**config.mk**
```make
export PLATFORM = sky130hd
export DESIGN_NAME = integer_to_decimal_ascii
export DESIGN_NICKNAME = d
export VERILOG_FILES = /design/src/hw/rtl/itda_pkg.sv /design/src/hw/rtl/itda_front.sv /design/src/hw/rtl/itda_queue.sv /design/src/hw/rtl/itda_back.sv /design/src/hw/rtl/integer_to_decimal_ascii.sv
export SDC_FILE = /design/constraint.sdc
export NUM_CORES = 1
export LEC_CHECK = 0
export ABC_AREA = 1
export BUFFER_PORTS_ARGS = -buffer_cell sky130_fd_sc_hd__buf_2
export CAP_MARGIN = 25
export CORE_ASPECT_RATIO = 1.75
export CORE_MARGIN = 5
export CORE_UTILIZATION = 68
export DETAILED_ROUTE_END_ITERATION = 12
export PLACE_DENSITY = 0.86
export REMOVE_ABC_BUFFERS = 1
export SYNTH_ARGS = -nofsm -noshare
export SYNTH_HDL_FRONTEND = slang
export SYNTH_SLANG_ARGS = --single-unit
```
**constraint.sdc**
```tcl
create_clock -name clock -period 18.5 [get_ports clock]
set_input_delay 1.85 -clock clock [delete_from_list [all_inputs] [get_ports clock]]
set_output_delay 1.85 -clock clock [all_outputs]
set_load 0.1 [all_outputs]
```
**src/hw/rtl/itda_pkg.sv**
```systemverilog
`default_nettype none
// ----------------------------------------------------------------------------
// itda_pkg
// Shared types and constants of the integer to decimal ASCII converter.
// ----------------------------------------------------------------------------
package itda_pkg;

   localparam int VALUE_W       = 64;
   localparam int CHAR_W        = 8;
   localparam int MODE_W        = 2;
   localparam int BITS_PER_STEP = 8;
   localparam int STEP_W        = 4;
   localparam int QUEUE_DEPTH   = 2;

   localparam logic [MODE_W-1:0] MODE_RAW = 2'd0;
   localparam logic [MODE_W-1:0] MODE_16  = 2'd1;
   localparam logic [MODE_W-1:0] MODE_32  = 2'd2;
   localparam logic [MODE_W-1:0] MODE_64  = 2'd3;

   localparam logic [CHAR_W-1:0] ASCII_ZERO  = 8'd48;
   localparam logic [CHAR_W-1:0] ASCII_MINUS = 8'd45;

   // magnitude is left-aligned so its most significant bit sits at the top
   typedef struct packed {
      logic [VALUE_W-1:0] mag;
      logic               neg;
      logic [MODE_W-1:0]  mode;
   } task_type;

   typedef struct packed {
      logic can_push;
      logic can_pop;
   } queue_stat_type;

endpackage
`default_nettype wire

```
**src/hw/rtl/itda_front.sv**
```systemverilog
`default_nettype none
// ----------------------------------------------------------------------------
// itda_front
// Request intake: masks the value to its width, detects the sign, takes the
// unsigned magnitude and left-aligns it for the back end.
// ----------------------------------------------------------------------------
module itda_front import itda_pkg::*; (
   input  wire logic               req_valid,
   output logic                    req_ready,
   input  wire logic [VALUE_W-1:0] req_value,
   input  wire logic [MODE_W-1:0]  req_mode,
   input  wire logic               req_is_signed,
   input  wire queue_stat_type     q_stat,
   output logic                    push,
   output task_type                push_task
);

   logic [VALUE_W-1:0] mask;
   logic [VALUE_W-1:0] masked;
   logic [VALUE_W-1:0] mag;
   logic               sign_bit;
   logic [5:0]         align;

   always_comb begin
      unique case (req_mode)
         MODE_RAW: begin
            mask     = 64'h0000_0000_0000_00FF;
            align    = 6'd56;
         end
         MODE_16: begin
            mask     = 64'h0000_0000_0000_FFFF;
            align    = 6'd48;
         end
         MODE_32: begin
            mask     = 64'h0000_0000_FFFF_FFFF;
            align    = 6'd32;
         end
         default: begin
            mask     = 64'hFFFF_FFFF_FFFF_FFFF;
            align    = 6'd0;
         end
      endcase
      masked = req_value & mask;
      unique case (req_mode)
         MODE_RAW: sign_bit = masked[7];
         MODE_16:  sign_bit = masked[15];
         MODE_32:  sign_bit = masked[31];
         default:  sign_bit = masked[63];
      endcase
      push_task.neg  = req_is_signed & sign_bit;
      mag            = push_task.neg ? ((~masked + 64'd1) & mask) : masked;
      push_task.mag  = mag << align;
      push_task.mode = req_mode;
   end

   assign req_ready = q_stat.can_push;
   assign push      = req_valid & q_stat.can_push;

endmodule
`default_nettype wire

```
**src/hw/rtl/itda_queue.sv**
```systemverilog
`default_nettype none
// ----------------------------------------------------------------------------
// itda_queue
// Two-entry queue of classified requests between front and back end.
// ----------------------------------------------------------------------------
module itda_queue import itda_pkg::*; (
   input  wire logic     clock,
   input  wire logic     reset,
   input  wire logic     push,
   input  wire task_type push_task,
   input  wire logic     pop,
   output task_type      pop_task,
   output queue_stat_type q_stat
);

   localparam int PTR_W = $clog2(QUEUE_DEPTH);
   localparam int CNT_W = $clog2(QUEUE_DEPTH + 1);

   task_type           entries_ff [QUEUE_DEPTH];
   logic [PTR_W-1:0]   wr_ptr_ff, wr_ptr_in;
   logic [PTR_W-1:0]   rd_ptr_ff, rd_ptr_in;
   logic [CNT_W-1:0]   count_ff, count_in;

   assign q_stat.can_push = (count_ff != CNT_W'(QUEUE_DEPTH));
   assign q_stat.can_pop  = (count_ff != '0);
   assign pop_task        = entries_ff[rd_ptr_ff];

   always_comb begin
      wr_ptr_in = push ? wr_ptr_ff + PTR_W'(1) : wr_ptr_ff;
      rd_ptr_in = pop  ? rd_ptr_ff + PTR_W'(1) : rd_ptr_ff;
      count_in  = count_ff + CNT_W'(push) - CNT_W'(pop);
   end

   always_ff @(posedge clock) begin
      if (reset) begin
         wr_ptr_ff <= '0;
         rd_ptr_ff <= '0;
         count_ff  <= '0;
      end else begin
         wr_ptr_ff <= wr_ptr_in;
         rd_ptr_ff <= rd_ptr_in;
         count_ff  <= count_in;
      end
   end

   always_ff @(posedge clock) begin
      if (push) begin
         entries_ff[wr_ptr_ff] <= push_task;
      end
   end

endmodule
`default_nettype wire

```
**src/hw/rtl/itda_back.sv**
```systemverilog
`default_nettype none
// ----------------------------------------------------------------------------
// itda_back
// Conversion and emission: shift-add-3 binary to BCD, eight bits a cycle,
// then a leading-zero count and one character per cycle, while the output
// is not stalled, into the output register; raw bytes skip conversion and count.
// ----------------------------------------------------------------------------
module itda_back import itda_pkg::*; #(
   parameter int MAX_DIGITS = 20
) (
   input  wire logic           clock,
   input  wire logic           reset,
   input  wire queue_stat_type q_stat,
   input  wire task_type       pop_task,
   output logic                pop,
   output logic                rsp_valid,
   input  wire logic           rsp_ready,
   output logic [CHAR_W-1:0]   rsp_char_code,
   output logic                rsp_last_char
);

   localparam int BCD_W = 4 * MAX_DIGITS;
   localparam int IDX_W = $clog2(MAX_DIGITS);

   localparam logic [2:0] S_IDLE  = 3'd0;
   localparam logic [2:0] S_CONV  = 3'd1;
   localparam logic [2:0] S_COUNT = 3'd2;
   localparam logic [2:0] S_SIGN  = 3'd3;
   localparam logic [2:0] S_RAW   = 3'd4;
   localparam logic [2:0] S_DIGIT = 3'd5;

   logic [2:0]         state_ff, state_in;
   logic [VALUE_W-1:0] mag_ff, mag_in;
   logic               neg_ff, neg_in;
   logic [MODE_W-1:0]  mode_ff, mode_in;
   logic [STEP_W-1:0]  step_ff, step_in;
   logic [BCD_W-1:0]   bcd_ff, bcd_in;
   logic               ovf_ff, ovf_in;
   logic [IDX_W-1:0]   idx_ff, idx_in;
   logic               rsp_valid_ff, rsp_valid_in;
   logic [CHAR_W-1:0]  char_ff, char_in;
   logic               last_ff, last_in;

   logic [BCD_W-1:0]   bcd_next;
   logic [BCD_W:0]     dabbled;
   logic               carry_out;
   logic [IDX_W-1:0]   top_idx;
   logic [3:0]         digit;
   logic               out_load;

   // top bit of the result is the carry out of the highest digit
   function automatic logic [BCD_W:0] dabble(input logic [BCD_W-1:0] b,
                                             input logic bit_in);
      logic [BCD_W-1:0] adj;
      adj = b;
      for (int d = 0; d < MAX_DIGITS; d++) begin
         if (adj[4*d +: 4] >= 4'd5) begin
            adj[4*d +: 4] = adj[4*d +: 4] + 4'd3;
         end
      end
      return {adj, bit_in};
   endfunction

   always_comb begin
      bcd_next  = bcd_ff;
      carry_out = 1'b0;
      dabbled   = '0;
      for (int b = 0; b < BITS_PER_STEP; b++) begin
         dabbled   = dabble(bcd_next, mag_ff[VALUE_W-1-b]);
         bcd_next  = dabbled[BCD_W-1:0];
         carry_out = carry_out | dabbled[BCD_W];
      end
   end

   always_comb begin
      top_idx = '0;
      for (int i = 0; i < MAX_DIGITS; i++) begin
         if (bcd_ff[4*i +: 4] != 4'd0) begin
            top_idx = IDX_W'(i);
         end
      end
   end

   assign digit    = 4'(bcd_ff >> {idx_ff, 2'b00});
   assign out_load = !rsp_valid_ff || rsp_ready;

   always_comb begin
      state_in     = state_ff;
      mag_in       = mag_ff;
      neg_in       = neg_ff;
      mode_in      = mode_ff;
      step_in      = step_ff;
      bcd_in       = bcd_ff;
      ovf_in       = ovf_ff;
      idx_in       = idx_ff;
      char_in      = char_ff;
      last_in      = last_ff;
      rsp_valid_in = rsp_ready ? 1'b0 : rsp_valid_ff;
      pop          = 1'b0;
      unique case (state_ff)
         S_IDLE: begin
            if (q_stat.can_pop) begin
               pop     = 1'b1;
               mag_in  = pop_task.mag;
               neg_in  = pop_task.neg;
               mode_in = pop_task.mode;
               bcd_in  = '0;
               ovf_in  = 1'b0;
               step_in = STEP_W'(1) << pop_task.mode;
               if (pop_task.mode == MODE_RAW) begin
                  state_in = pop_task.neg ? S_SIGN : S_RAW;
               end else begin
                  state_in = S_CONV;
               end
            end
         end
         S_CONV: begin
            bcd_in  = bcd_next;
            ovf_in  = ovf_ff | carry_out;
            mag_in  = mag_ff << BITS_PER_STEP;
            step_in = step_ff - STEP_W'(1);
            if (step_ff == STEP_W'(1)) begin
               state_in = S_COUNT;
            end
         end
         S_COUNT: begin
            // more digits than kept: emit all kept digits, zeros included
            idx_in   = ovf_ff ? IDX_W'(MAX_DIGITS - 1) : top_idx;
            state_in = neg_ff ? S_SIGN : S_DIGIT;
         end
         S_SIGN: begin
            if (out_load) begin
               rsp_valid_in = 1'b1;
               char_in      = ASCII_MINUS;
               last_in      = 1'b0;
               state_in     = (mode_ff == MODE_RAW) ? S_RAW : S_DIGIT;
            end
         end
         S_RAW: begin
            if (out_load) begin
               rsp_valid_in = 1'b1;
               char_in      = mag_ff[VALUE_W-1 -: CHAR_W];
               last_in      = 1'b1;
               state_in     = S_IDLE;
            end
         end
         S_DIGIT: begin
            if (out_load) begin
               rsp_valid_in = 1'b1;
               char_in      = ASCII_ZERO + {4'd0, digit};
               last_in      = (idx_ff == '0);
               idx_in       = idx_ff - IDX_W'(1);
               if (idx_ff == '0) begin
                  state_in = S_IDLE;
               end
            end
         end
         default: begin
            state_in = S_IDLE;
         end
      endcase
   end

   always_ff @(posedge clock) begin
      if (reset) begin
         state_ff     <= S_IDLE;
         rsp_valid_ff <= 1'b0;
      end else begin
         state_ff     <= state_in;
         rsp_valid_ff <= rsp_valid_in;
      end
   end

   always_ff @(posedge clock) begin
      mag_ff  <= mag_in;
      neg_ff  <= neg_in;
      mode_ff <= mode_in;
      step_ff <= step_in;
      bcd_ff  <= bcd_in;
      ovf_ff  <= ovf_in;
      idx_ff  <= idx_in;
      char_ff <= char_in;
      last_ff <= last_in;
   end

   assign rsp_valid     = rsp_valid_ff;
   assign rsp_char_code = char_ff;
   assign rsp_last_char = last_ff;

endmodule
`default_nettype wire

```
**src/hw/rtl/integer_to_decimal_ascii.sv**
```systemverilog
`default_nettype none
// ----------------------------------------------------------------------------
// integer_to_decimal_ascii
// Converts a 16/32/64-bit integer, signed or unsigned, to ASCII decimal, most
// significant first; a raw byte passes as is, or as a minus and its negation
//
//   channel  direction  ports
//   req      in         req_valid, req_ready, req_value, req_mode, req_is_signed
//   rsp      out        rsp_valid, rsp_ready, rsp_char_code, rsp_last_char
//
// a request waits in a two-entry queue; the back end loads it, converts it
// to BCD (8 bits a cycle) for 16/32/64 bits, counts the digits, then emits
// the characters while the output is not stalled
// synchronous reset clears the queue, the sequencer and the output valid flag
// a stalled output holds the back end; until its two entries are full the queue keeps taking requests
// ----------------------------------------------------------------------------
module integer_to_decimal_ascii import itda_pkg::*; #(
   parameter int MAX_DIGITS = 20
) (
   input  wire logic               clock,
   input  wire logic               reset,
   input  wire logic               req_valid,
   output logic                    req_ready,
   input  wire logic [VALUE_W-1:0] req_value,
   input  wire logic [MODE_W-1:0]  req_mode,
   input  wire logic               req_is_signed,
   output logic                    rsp_valid,
   input  wire logic               rsp_ready,
   output logic [CHAR_W-1:0]       rsp_char_code,
   output logic                    rsp_last_char
);

   queue_stat_type q_stat;
   task_type       push_task;
   task_type       pop_task;
   logic           push;
   logic           pop;

   itda_front u_front (
      .req_valid     (req_valid),
      .req_ready     (req_ready),
      .req_value     (req_value),
      .req_mode      (req_mode),
      .req_is_signed (req_is_signed),
      .q_stat        (q_stat),
      .push          (push),
      .push_task     (push_task)
   );

   itda_queue u_queue (
      .clock     (clock),
      .reset     (reset),
      .push      (push),
      .push_task (push_task),
      .pop       (pop),
      .pop_task  (pop_task),
      .q_stat    (q_stat)
   );

   itda_back #(
      .MAX_DIGITS (MAX_DIGITS)
   ) u_back (
      .clock         (clock),
      .reset         (reset),
      .q_stat        (q_stat),
      .pop_task      (pop_task),
      .pop           (pop),
      .rsp_valid     (rsp_valid),
      .rsp_ready     (rsp_ready),
      .rsp_char_code (rsp_char_code),
      .rsp_last_char (rsp_last_char)
   );

   a_pop_nonempty: assert property (@(posedge clock) disable iff (reset)
      pop |-> q_stat.can_pop)
      else $error("pop from empty queue");

   a_push_fills: assert property (@(posedge clock) disable iff (reset)
      req_valid && req_ready |=> q_stat.can_pop)
      else $error("accepted request not queued");

   a_reset_idle: assert property (@(posedge clock) disable iff (reset)
      $past(reset) |-> !rsp_valid)
      else $error("output valid right after reset");

endmodule
`default_nettype wire

```
==> impl_metrics.sql, run 1 <==
INSERT INTO impl_metrics (metric_group, metric, value, unit) VALUES
('worst_setup_path', 'worstSetupPathType', 'flip-flop to flip-flop', ''),
('clock_tree', 'cts_root_buf', 'sky130_fd_sc_hd__clkbuf_16', ''),
('worst_setup_path', 'critical_path.slowest_cell', 'sky130_fd_sc_hd__edfxtp_1', ''),
('worst_setup_path', 'arrival', '8250', 'ps'),
('clock_tree', 'max-clock-path-buffers', '3', ''),
('die', 'core', '48700', 'um2'),
('global_route', 'antenna_found_initial', '0', ''),
('clock_tree', 'postCtsSetupRepairBufs', '0', ''),
('clock_tree', 'clkSinkCount', '309', ''),
('timing', 'achievable-frequency', '125', 'MHz'),
('finish', 'layout_common_cells', '1181 x sky130_fd_sc_hd__nand2_1, 841 x sky130_fd_sc_hd__inv_1, 390 x sky130_fd_sc_hd__nor2_1', ''),
('timing', 'timing.setup.tns', '0', 'ps'),
('finish', 'area_growth_syn_to_layout', '6.03', '%'),
('yosys', 'synth-edff-count', '300', ''),
('detailed_routing', 'dr_total_vias', '31179', ''),
('timing', 'max-slew-margin-rel', '36.9', '%'),
('yosys', 'ys_ff_latch', '309', ''),
('finish', 'final_nets', '5309', ''),
('yosys', 'fraction_of_registers_with_async_set_or_reset_after_synthesis', '0', '%'),
('detailed_routing', 'detail_route.first_pass.iterations', '6', ''),
('detailed_routing', 'first_iter_violations', '1633', ''),
('clock_tree', 'postCtsResizedCells', '0', ''),
('clock_tree', 'clk_pin_slew', '70', 'ps'),
('global_route', 'wire_length_of_the_first_global_routing_pass', '133000', 'um'),
('place', 'hpwl_after_detailed_placement', '64100', 'um'),
('hold_path', 'min-delay-path-class', 'flip-flop to flip-flop', ''),
('place', 'port_buffers', '81', ''),
('detailed_routing', 'wl_per_cell', '14.4', 'um'),
('finish', 'drive_gt1_share', '12.6', '%'),
('clock_tree', 'post_cts_hold_buffer_count', '0', ''),
('yosys', 'netlist_instances', '4888', ''),
('die', 'floorplan.rows', '107', ''),
('timing', 'pnr_worst_setup_slack', '10530', 'ps'),
('finish', 'final_common_cell', 'sky130_fd_sc_hd__nand2_1', ''),
('worst_setup_path', 'cpLargestDelayFamily', 'XOR/XNOR gates', ''),
('global_route', 'number_of_global_route_vias_before_repair', '30018', ''),
('place', 'place_worst_setup_slack', '10650', 'ps'),
('yosys', 'yosys_warnings', '0', ''),
('timing', 'setup_violations', '0', ''),
('worst_setup_path', 'endpoint_kind', 'flip-flop', ''),
('worst_setup_path', 'worst_setup_path_start_kind', 'flip-flop', ''),
('global_route', 'grt.total_usage', '29.4', '%'),
('clock_tree', 'ctsHtreeMaxLevel', '1', ''),
('die', 'ios', '82', ''),
('timing', 'post-route-period-util', '43.1', '%'),
('timing', 'hold_violation_count_in_the_final_report', '0', ''),
('timing', 'hold-worst-slack', '492', 'ps'),
('place', 'place_congestion', '1.09', ''),
('timing', 'tightest_slew', '936', 'ps'),
('worst_setup_path', 'critical_path_peak_fanout', '4', ''),
('detailed_routing', 'routed_wirelength', '81100', 'um'),
('worst_setup_path', 'cpPeakStageDelay', '420', 'ps'),
('die', 'die-area', '54100', 'um2'),
('run', 'max_cap_viol_count', '0', ''),
('detailed_routing', 'final_antenna_net_count', '0', ''),
('finish', 'final.fill_count', '4016', ''),
('global_route', 'pin_count_of_the_biggest_net_entering_global_routing', '86', ''),
('clock_tree', 'tritoncts', 'yes', ''),
('yosys', 'synth_flop_cell', 'sky130_fd_sc_hd__edfxtp_1', ''),
('worst_setup_path', 'required', '18780', 'ps'),
('clock_tree', 'cts_inserted_buffers', '29', ''),
('detailed_routing', 'drcViolationCount', '0', ''),
('timing', 'finalMaxSlewViolations', '0', ''),
('yosys', 'synth.avg_cell_area', '6.87', 'um2'),
('worst_setup_path', 'crit_path_frequent_cell', 'sky130_fd_sc_hd__nand2_1', ''),
('die', 'initial_core_util', '68.9', '%'),
('finish', 'antenna_cells_inserted', '0', ''),
('timing', 'setup_repair_after_global_routing_missed_its_margin', 'no', ''),
('yosys', 'synth_area', '33600', 'um2'),
('global_route', 'overflow', '0', ''),
('die', 'die_y', '304', 'um'),
('die', 'dieWidth', '178', 'um'),
('run_status', 'status', 'completed', ''),
('timing', 'finalClockSkew', '24.1', 'ps'),
('yosys', 'number_of_distinct_library_cells_after_synthesis', '71', ''),
('worst_setup_path', 'critical_path.n_buffers_inverters', '10', ''),
('detailed_routing', 'via_per_inst', '5.55', ''),
('timing', 'tmin_final', '7970', 'ps'),
('yosys', 'yosysSeqAreaShare', '27.4', '%'),
('clock_tree', 'clock_latency', '580', 'ps');
metrics by stage:
stage          area, um2  utilization (%)  cells
2_1_floorplan      33200                -   4810
3_3_place_gp       34600             71.1   5562
3_5_place_dp       34600             71.1   5562
4_1_cts            35600             73.0   5616
5_1_grt            35600             73.0   5617
6_report           35600             73.0   5617
layout make-up:
class | count | area [um2] | share of cell area [%]
inverter | 936 | 3510 | 9.87
clock buffer | 30 | 739 | 2.08
multi-input combinational | 3565 | 20600 | 57.8
timing repair buffer | 99 | 541 | 1.52
clock inverter | 24 | 200 | 0.563
tap | 654 | 818 | 2.30
sequential | 309 | 9190 | 25.8
layer usage:
layer,vias up,wire length [um],track usage (%)
li1,15931,-,-
met1,14200,28000,28.1
met2,779,44100,58.3
met3,269,3220,2.85
met4,0,5770,18.1
met5,-,0,0
worst paths after layout:
| path | start | end | slack [ps] | cells past startpoint |
|---|---|---|---|---|
| worst min-delay path | u_queue.rd_ptr_ff$_SDFFE_PP0P_ | flip-flop | 490 | 1 |
| worst max register to register | u_back.bcd_ff[33]$_SDFFCE_PN0P_ | u_back.bcd_ff[33]$_SDFFCE_PN0P_ | 10530 | 45 |
| worst min register to register | u_queue.rd_ptr_ff$_SDFFE_PP0P_ | flip-flop | 490 | 1 |
| worst max-delay path | u_back.bcd_ff[33]$_SDFFCE_PN0P_ | u_back.bcd_ff[33]$_SDFFCE_PN0P_ | 10530 | 45 |
registers in the layout (all words and copies together) (netlist names), 3 cells and up, named ones only:
signal                count
u_back.rsp_char_code      8
u_queue.entries_ff      134
u_back.step_ff            4
u_back.idx_ff             5
u_back.mag_ff            64
u_back.state_ff           3
u_back.bcd_ff            80
kinds of logic (layout without fill, tap and decap cells):
| group | after synthesis | count (layout) | share of synthesized area, % |
|---|---|---|---|
| AND/OR/NAND/NOR | 2296 | 2296 | 30.9 |
| buffers and inverters | 1014 | 1089 | 11.4 |
| AO/OA/AOI/OAI | 841 | 841 | 15.3 |
| flip-flops | 309 | 309 | 27.4 |
| adder cells (fa/ha/maj) | 298 | 298 | 11.1 |
| XOR/XNOR | 121 | 121 | 3.62 |
| multiplexers | 9 | 9 | 0.302 |
synth_stat cells (11+ instances only):
cell	n	area, um2
sky130_fd_sc_hd__nand2_1	1183	4440
sky130_fd_sc_hd__inv_1	842	3160
sky130_fd_sc_hd__nor2_1	392	1470
sky130_fd_sc_hd__edfxtp_1	300	9010
sky130_fd_sc_hd__nand3_1	300	1500
sky130_fd_sc_hd__ha_1	298	3730
sky130_fd_sc_hd__o21ai_0	291	1460
sky130_fd_sc_hd__a21oi_1	199	996
sky130_fd_sc_hd__o21ai_2	109	955
sky130_fd_sc_hd__nand2_2	99	619
sky130_fd_sc_hd__o21ai_1	95	475
sky130_fd_sc_hd__inv_2	92	345
sky130_fd_sc_hd__xor2_1	90	788
sky130_fd_sc_hd__clkbuf_1	69	259
sky130_fd_sc_hd__nand4_1	69	432
sky130_fd_sc_hd__nand3_2	52	521
sky130_fd_sc_hd__and2_1	40	250
sky130_fd_sc_hd__nand3b_1	36	270
sky130_fd_sc_hd__nor3_1	35	175
sky130_fd_sc_hd__o211ai_1	28	210
sky130_fd_sc_hd__or2_2	25	156
sky130_fd_sc_hd__nand2_4	16	180
sky130_fd_sc_hd__xor2_2	16	260
sky130_fd_sc_hd__or2_1	15	93.8
sky130_fd_sc_hd__o221ai_1	14	123
sky130_fd_sc_hd__a31oi_1	12	75.1
sky130_fd_sc_hd__xnor2_1	12	105
sky130_fd_sc_hd__a21o_1	11	82.6
sky130_fd_sc_hd__o22ai_1	11	68.8
Power of run 1 is left out: the tool's default activity adds up to more than one toggle a clock period on the data nets, which glitch-free logic cannot reach.
==> inputs of run 2 (changes only) <==
Settings changed: CORE_UTILIZATION 68 to 65, PLACE_DENSITY 0.86 to 0.82.
Clock period 18.5 ns to 8.21 ns, I/O delays scaled along.
==> run 2 against run 1 <==
  * Non-clock buffer count is 13 higher
  * Via count hardly changed
  * Critical path depth stayed put
  * First-iteration DRC count is 4.8% lower
  * Setup slack worse by 10000 ps
  * Flip-flop and latch count stayed put
  * Design area is 1.6% higher
  * Global-route usage is 0.83 points lower
  * Clock-buffer cell count is 1 higher
  * Routed wire length is 4.0% higher
  * Sequential share of layout area is 0.40 points lower
  * Highest routed layer unchanged
==> impl_metrics.sql, run 2 (same netlist as run 1, synthesis figures left out) <==
INSERT INTO impl_metrics (metric_group, metric, value, unit) VALUES
('die', 'die-area', '56500', 'um2'),
('finish', 'final_nets', '5322', ''),
('finish', 'layout.cells.non_filler', '5647', ''),
('place', 'hpwl_after_detailed_placement', '66400', 'um'),
('worst_setup_path', 'crit_path_frequent_cell', 'sky130_fd_sc_hd__inv_1', ''),
('timing', 'timing.setup.tns', '0', 'ps'),
('timing', 'finalMaxSlewViolations', '0', ''),
('worst_setup_path', 'required', '8620', 'ps'),
('clock_tree', 'clkSinkCount', '309', ''),
('finish', 'area_growth_syn_to_layout', '7.71', '%'),
('worst_setup_path', 'critical_path_peak_fanout', '5', ''),
('die', 'initial_core_util', '65.4', '%'),
('global_route', 'groute.layer.met3.usage', '2.74', '%'),
('detailed_routing', 'routed_wirelength', '84300', 'um'),
('place', 'port_buffers', '81', ''),
('worst_setup_path', 'worstSetupPathType', 'flip-flop to flip-flop', ''),
('clock_tree', 'cts_root_buf', 'sky130_fd_sc_hd__clkbuf_16', ''),
('global_route', 'overflow', '0', ''),
('timing', 'achievable-frequency', '130', 'MHz'),
('run_status', 'status', 'completed', ''),
('timing', 'post-route-period-util', '93.4', '%'),
('worst_setup_path', 'cpPeakStageDelay', '450', 'ps'),
('clock_tree', 'clk_pin_slew', '70', 'ps'),
('global_route', 'grt_most_used_layer', 'met2', ''),
('die', 'floorplan.rows', '110', ''),
('run', 'max_cap_viol_count', '0', ''),
('detailed_routing', 'wl_per_cell', '14.9', 'um'),
('timing', 'finalClockSkew', '25.8', 'ps'),
('worst_setup_path', 'r2r_slack', '540', 'ps'),
('global_route', 'antenna_found_initial', '1', ''),
('detailed_routing', 'dr_total_vias', '31168', ''),
('detailed_routing', 'final_antenna_net_count', '0', ''),
('clock_tree', 'tritoncts', 'yes', ''),
('timing', 'max-slew-margin-rel', '25.2', '%'),
('finish', 'final_common_cell', 'sky130_fd_sc_hd__nand2_1', ''),
('finish', 'drive_gt1_share', '13.7', '%'),
('global_route', 'globalRouteMet1Util', '27.4', '%'),
('timing', 'tightest_slew', '1110', 'ps'),
('worst_setup_path', 'critical_path.slowest_cell', 'sky130_fd_sc_hd__edfxtp_1', ''),
('finish', 'largest_register_ffs', '134', ''),
('global_route', 'grt.total_usage', '28.6', '%'),
('worst_setup_path', 'endpoint_kind', 'flip-flop', ''),
('detailed_routing', 'via_per_inst', '5.52', ''),
('finish', 'layout_common_cells', '1180 x sky130_fd_sc_hd__nand2_1, 840 x sky130_fd_sc_hd__inv_1, 390 x sky130_fd_sc_hd__nor2_1', ''),
('die', 'die_y', '311', 'um'),
('timing', 'hold_violation_count_in_the_final_report', '0', ''),
('detailed_routing', 'first_iter_violations', '1555', ''),
('finish', 'combined_area_of_the_multi_input_logic_cells', '20900', 'um2'),
('finish', 'sequential_cell_area', '9190', 'um2'),
('timing', 'tmin_final', '7670', 'ps'),
('clock_tree', 'cts_inserted_buffers', '29', ''),
('global_route', 'use_met2', '57.3', '%'),
('hold_path', 'min-delay-path-class', 'flip-flop to flip-flop', ''),
('clock_tree', 'ctsHtreeMaxLevel', '1', ''),
('timing', 'setup_repair_after_global_routing_missed_its_margin', 'yes', ''),
('finish', 'register_ranked_first_by_flip_flop_count', 'u_queue.entries_ff', ''),
('place', 'place_congestion', '1.09', ''),
('global_route', 'wire_length_of_the_first_global_routing_pass', '135000', 'um'),
('die', 'core', '51300', 'um2'),
('global_route', 'number_of_global_route_vias_before_repair', '29904', ''),
('detailed_routing', 'drcViolationCount', '0', ''),
('clock_tree', 'max-clock-path-buffers', '3', ''),
('finish', 'largest_regs', 'u_queue.entries_ff x134, u_back.bcd_ff x80, u_back.mag_ff x64', ''),
('worst_setup_path', 'worst_setup_path_start_kind', 'flip-flop', ''),
('global_route', 'pin_count_of_the_biggest_net_entering_global_routing', '97', ''),
('timing', 'setup_violations', '0', ''),
('die', 'dieWidth', '182', 'um'),
('place', 'placed_cells', '5582', ''),
('worst_setup_path', 'arrival', '8080', 'ps'),
('die', 'ios', '82', ''),
('clock_tree', 'clock_latency', '590', 'ps'),
('finish', 'final.fill_count', '4303', ''),
('detailed_routing', 'detail_route.first_pass.iterations', '5', '');
## run 2: cell types whose count changed in the layout (fill, tap and decap cells not counted), moves of 3 or more
cell / previous run / this run
sky130_fd_sc_hd__nand3_2: 52 / 55
sky130_fd_sc_hd__xor2_2: 16 / 49
sky130_fd_sc_hd__xor2_4: 1 / 5
sky130_fd_sc_hd__clkinv_2: 4 / 1
sky130_fd_sc_hd__buf_4: 17 / 30
sky130_fd_sc_hd__nand3_1: 300 / 297
sky130_fd_sc_hd__bufinv_16: 1 / 5
sky130_fd_sc_hd__xor2_1: 90 / 53
## run 2: worst paths after layout
kind	start	to	cells past startpoint
worst max register to register	u_back.bcd_ff[40]$_SDFFCE_PN0P_	u_back.bcd_ff[50]$_SDFFCE_PN0P_	45
worst min register to register	u_queue.rd_ptr_ff$_SDFFE_PP0P_	flip-flop	1
worst min-delay path	u_queue.rd_ptr_ff$_SDFFE_PP0P_	flip-flop	1
worst max-delay path	u_back.bcd_ff[40]$_SDFFCE_PN0P_	u_back.bcd_ff[50]$_SDFFCE_PN0P_	45
## run 2: layer usage
| layer | vias to the layer above | routed length, um |
|---|---|---|
| li1 | 15912 | - |
| met1 | 14329 | 29500 |
| met2 | 671 | 46100 |
| met3 | 256 | 3060 |
| met4 | 0 | 5700 |
| met5 | - | 0 |
## run 2: metrics by stage
step | setup slack, ps | instance area (um2) | hold WS, ps | utilization, %
after global placement | 534 | 34700 | 442 | 67.5
after floorplan | -6630 | 33200 | 429 | -
after global routing | -107 | 36100 | 487 | 70.4
final | 544 | 36100 | 456 | 70.4
after detailed placement | 353 | 34700 | 444 | 67.6
after CTS | 184 | 35700 | 459 | 69.5
## run 2: timing repair
action / 4_1_cts / 5_1_grt
setup endpoints to repair: 0 / 49
gates resized for setup: 0 / 52
hold buffers: 0 / 0
setup buffers: 0 / 12
## run 2: final cells by class
class,instances,share of cell area [%]
multi-input cells,3565,57.9
flip-flops and latches,309,25.4
inverters,936,9.72
well taps,672,2.33
clock buffers,31,2.03
repair buffers,112,1.80
clock inverters,21,0.744
diodes,1,0.00692
## run 2: worst max-delay path, delay by kind of cell, from the launching register on
| kind | cells | cell delay (ps) |
|---|---|---|
| buffers and inverters | 11 | 1010 |
| AO/OA/AOI/OAI | 8 | 1430 |
| AND/OR/NAND/NOR | 13 | 2000 |
| adder cells (fa/ha/maj) | 8 | 1530 |
| flip-flops | 1 | 450 |
| XOR/XNOR | 5 | 1040 |
Power of run 2 is left out for the same reason.
==> inputs of run 3 (changes only) <==
--- a/config.mk
+++ b/config.mk
@@ -13,2 +13,3 @@
 export CORE_UTILIZATION = 65
+export CTS_CLUSTER_DIAMETER = 60
 export DETAILED_ROUTE_END_ITERATION = 12
==> constraint.sdc (replaced) <==
create_clock -name clock -period 8.21 [get_ports clock]
set_input_delay 0.4105 -clock clock [delete_from_list [all_inputs] [get_ports clock]]
set_output_delay 0.4105 -clock clock [all_outputs]
set_load 0.1 [all_outputs]
==> run 3 against run 2 <==
  * Non-clock buffer count grew 5
  * Clock skew shrank 10 ps
  * Core utilization is 0.36 points higher
  * Clock-buffer cell count up 2
  * Die area unchanged
  * Flip-flop and latch count stayed put
  * Design area increased by 0.51%
  * First-iteration DRC count increased by 2.6%
  * Setup slack lost 100 ps
==> impl_metrics.sql, run 3 (same netlist as run 1, synthesis figures left out) <==
INSERT INTO impl_metrics (metric_group, metric, value, unit) VALUES
('die', 'floorplan.rows', '110', ''),
('timing', 'hold-worst-slack', '107', 'ps'),
('worst_setup_path', 'endpoint_kind', 'flip-flop', ''),
('global_route', 'antenna_found_initial', '1', ''),
('clock_tree', 'ctsHtreeMaxLevel', '1', ''),
('place', 'hpwl_after_detailed_placement', '66600', 'um'),
('timing', 'setup_violations', '0', ''),
('global_route', 'pin_count_of_the_biggest_net_entering_global_routing', '97', ''),
('hold_path', 'hold_path_startpoint', 'reset', ''),
('detailed_routing', 'first_iter_violations', '1595', ''),
('timing', 'pnr_worst_setup_slack', '441', 'ps'),
('finish', 'postLayoutCoreUtil', '70.8', '%'),
('finish', 'register_ranked_first_by_flip_flop_count', 'u_queue.entries_ff', ''),
('global_route', 'number_of_global_route_vias_before_repair', '30094', ''),
('clock_tree', 'cts_inserted_buffers', '30', ''),
('timing', 'max-slew-margin-rel', '33.9', '%'),
('worst_setup_path', 'r2r_slack', '440', 'ps'),
('run_status', 'status', 'completed', ''),
('detailed_routing', 'met2_wirelength', '47200', 'um'),
('finish', 'largest_register_ffs', '134', ''),
('detailed_routing', 'drt-met1-wl', '29700', 'um'),
('global_route', 'wire_length_of_the_first_global_routing_pass', '137000', 'um'),
('finish', 'largest_regs', 'u_queue.entries_ff x134, u_back.bcd_ff x80, u_back.mag_ff x64', ''),
('place', 'postPlaceCellArea', '34700', 'um2'),
('clock_tree', 'clock_latency', '600', 'ps'),
('finish', 'drive_gt1_share', '14.0', '%'),
('finish', 'finalInstanceArea', '36300', 'um2'),
('timing', 'achievable-frequency', '129', 'MHz'),
('clock_tree', 'cts_root_buf', 'sky130_fd_sc_hd__clkbuf_16', ''),
('detailed_routing', 'routed_wirelength', '85600', 'um'),
('finish', 'final.fill_count', '4337', ''),
('worst_setup_path', 'worst_r2r_endpoint', 'u_back.bcd_ff[41]$_SDFFCE_PN0P_', ''),
('die', 'initial_core_util', '65.4', '%'),
('detailed_routing', 'drcViolationCount', '0', ''),
('detailed_routing', 'route.top_layer_used', 'met4', ''),
('place', 'place_worst_setup_slack', '258', 'ps'),
('timing', 'finalClockSkew', '15.5', 'ps'),
('global_route', 'grt.total_usage', '29.1', '%'),
('worst_setup_path', 'worst_setup_path_start_kind', 'flip-flop', ''),
('timing', 'finalMaxSlewViolations', '0', ''),
('worst_setup_path', 'arrival', '8160', 'ps'),
('timing', 'tmin_final', '7770', 'ps'),
('finish', 'area_growth_syn_to_layout', '8.26', '%'),
('detailed_routing', 'route.met3.wl', '3140', 'um'),
('clock_tree', 'post_cts_hold_buffer_count', '0', ''),
('finish', 'final_common_cell', 'sky130_fd_sc_hd__nand2_1', ''),
('clock_tree', 'clkSinkCount', '309', ''),
('die', 'core', '51300', 'um2'),
('worst_setup_path', 'reg2reg_from', 'u_back.bcd_ff[36]$_SDFFCE_PN0P_', ''),
('timing', 'hold_violation_count_in_the_final_report', '0', ''),
('worst_setup_path', 'r2r.worst_path.cells', '47', ''),
('die', 'dieWidth', '182', 'um'),
('worst_setup_path', 'critical_path.slowest_cell', 'sky130_fd_sc_hd__edfxtp_1', ''),
('detailed_routing', 'via_per_inst', '5.53', ''),
('detailed_routing', 'detail_route.first_pass.iterations', '6', ''),
('die', 'die-area', '56500', 'um2'),
('detailed_routing', 'dr_total_vias', '31260', ''),
('worst_setup_path', 'cpLargestDelayFamily', 'compound AO/OA/AOI/OAI gates', ''),
('hold_path', 'worst_hold_path.num_cells', '2', ''),
('clock_tree', 'tritoncts', 'yes', ''),
('worst_setup_path', 'worstSetupPathType', 'flip-flop to flip-flop', ''),
('worst_setup_path', 'critical_path_peak_fanout', '4', ''),
('die', 'die_y', '311', 'um'),
('hold_path', 'worstHoldEndpoint', 'u_back.state_ff[1]$_SDFFE_PP0P_', ''),
('detailed_routing', 'final_antenna_net_count', '0', ''),
('finish', 'layout_common_cells', '1177 x sky130_fd_sc_hd__nand2_1, 839 x sky130_fd_sc_hd__inv_1, 390 x sky130_fd_sc_hd__nor2_1', ''),
('hold_path', 'min-delay-path-class', 'input pin to flip-flop', ''),
('worst_setup_path', 'critical_path.n_buffers_inverters', '12', ''),
('worst_setup_path', 'required', '8600', 'ps'),
('place', 'place_congestion', '1.09', ''),
('clock_tree', 'max-clock-path-buffers', '3', ''),
('finish', 'final_nets', '5328', ''),
('worst_setup_path', 'crit_path_frequent_cell', 'sky130_fd_sc_hd__inv_1', ''),
('place', 'port_buffers', '81', ''),
('clock_tree', 'clk_pin_slew', '70', 'ps'),
('timing', 'post-route-period-util', '94.6', '%'),
('detailed_routing', 'wl_per_cell', '15.1', 'um'),
('run', 'max_cap_viol_count', '0', ''),
('worst_setup_path', 'cpPeakStageDelay', '450', 'ps'),
('die', 'ios', '82', ''),
('timing', 'tightest_slew', '991', 'ps'),
('global_route', 'overflow', '0', '');
## run 3: worst max-delay path by stage
stage                                      endpoint                             from  cells past startpoint  slack (ps)
floorplan            u_back.bcd_ff[0]$_SDFFCE_PN0P_  u_back.state_ff[0]$_SDFFE_PP0P_                      4       -6630
global placement    u_back.bcd_ff[44]$_SDFFCE_PN0P_  u_back.bcd_ff[41]$_SDFFCE_PN0P_                     48         530
detailed placement  u_back.bcd_ff[42]$_SDFFCE_PN0P_  u_back.bcd_ff[40]$_SDFFCE_PN0P_                     48         260
CTS                 u_back.bcd_ff[44]$_SDFFCE_PN0P_  u_back.bcd_ff[40]$_SDFFCE_PN0P_                     48          90
global route        u_back.bcd_ff[41]$_SDFFCE_PN0P_  u_back.bcd_ff[40]$_SDFFCE_PN0P_                     47        -210
finish              u_back.bcd_ff[41]$_SDFFCE_PN0P_  u_back.bcd_ff[36]$_SDFFCE_PN0P_                     47         440
## run 3: what timing repair did
action / 4_1_cts / 5_1_grt
endpoints found under the hold margin: 0 / 0
gates resized for setup: 0 / 63
setup buffers: 0 / 16
endpoints found under the setup margin: 0 / 49
## run 3: metrics by stage
stage          instances  setup TNS, ps
2_1_floorplan       4810       -1142450
3_3_place_gp        5581              0
3_5_place_dp        5582              0
4_1_cts             5638              0
5_1_grt             5655           -980
6_report            5656              0
## run 3: area by class of cell
type	instances	area [um2]	area share, %
multi-input cells	3565	21000	57.7
repair buffers	117	688	1.89
well taps	672	841	2.31
clock buffers	33	783	2.16
diodes	1	2.50	0.00689
flip-flops and latches	309	9190	25.3
inverters	936	3510	9.67
clock inverters	23	333	0.916
## run 3: routing by layer
metal	up-vias	GRT usage, %
met5	-	0
met4	0	16.3
met3	258	2.82
met2	714	58.8
met1	14372	27.7
li1	15916	-
Power of run 3 is left out for the same reason.
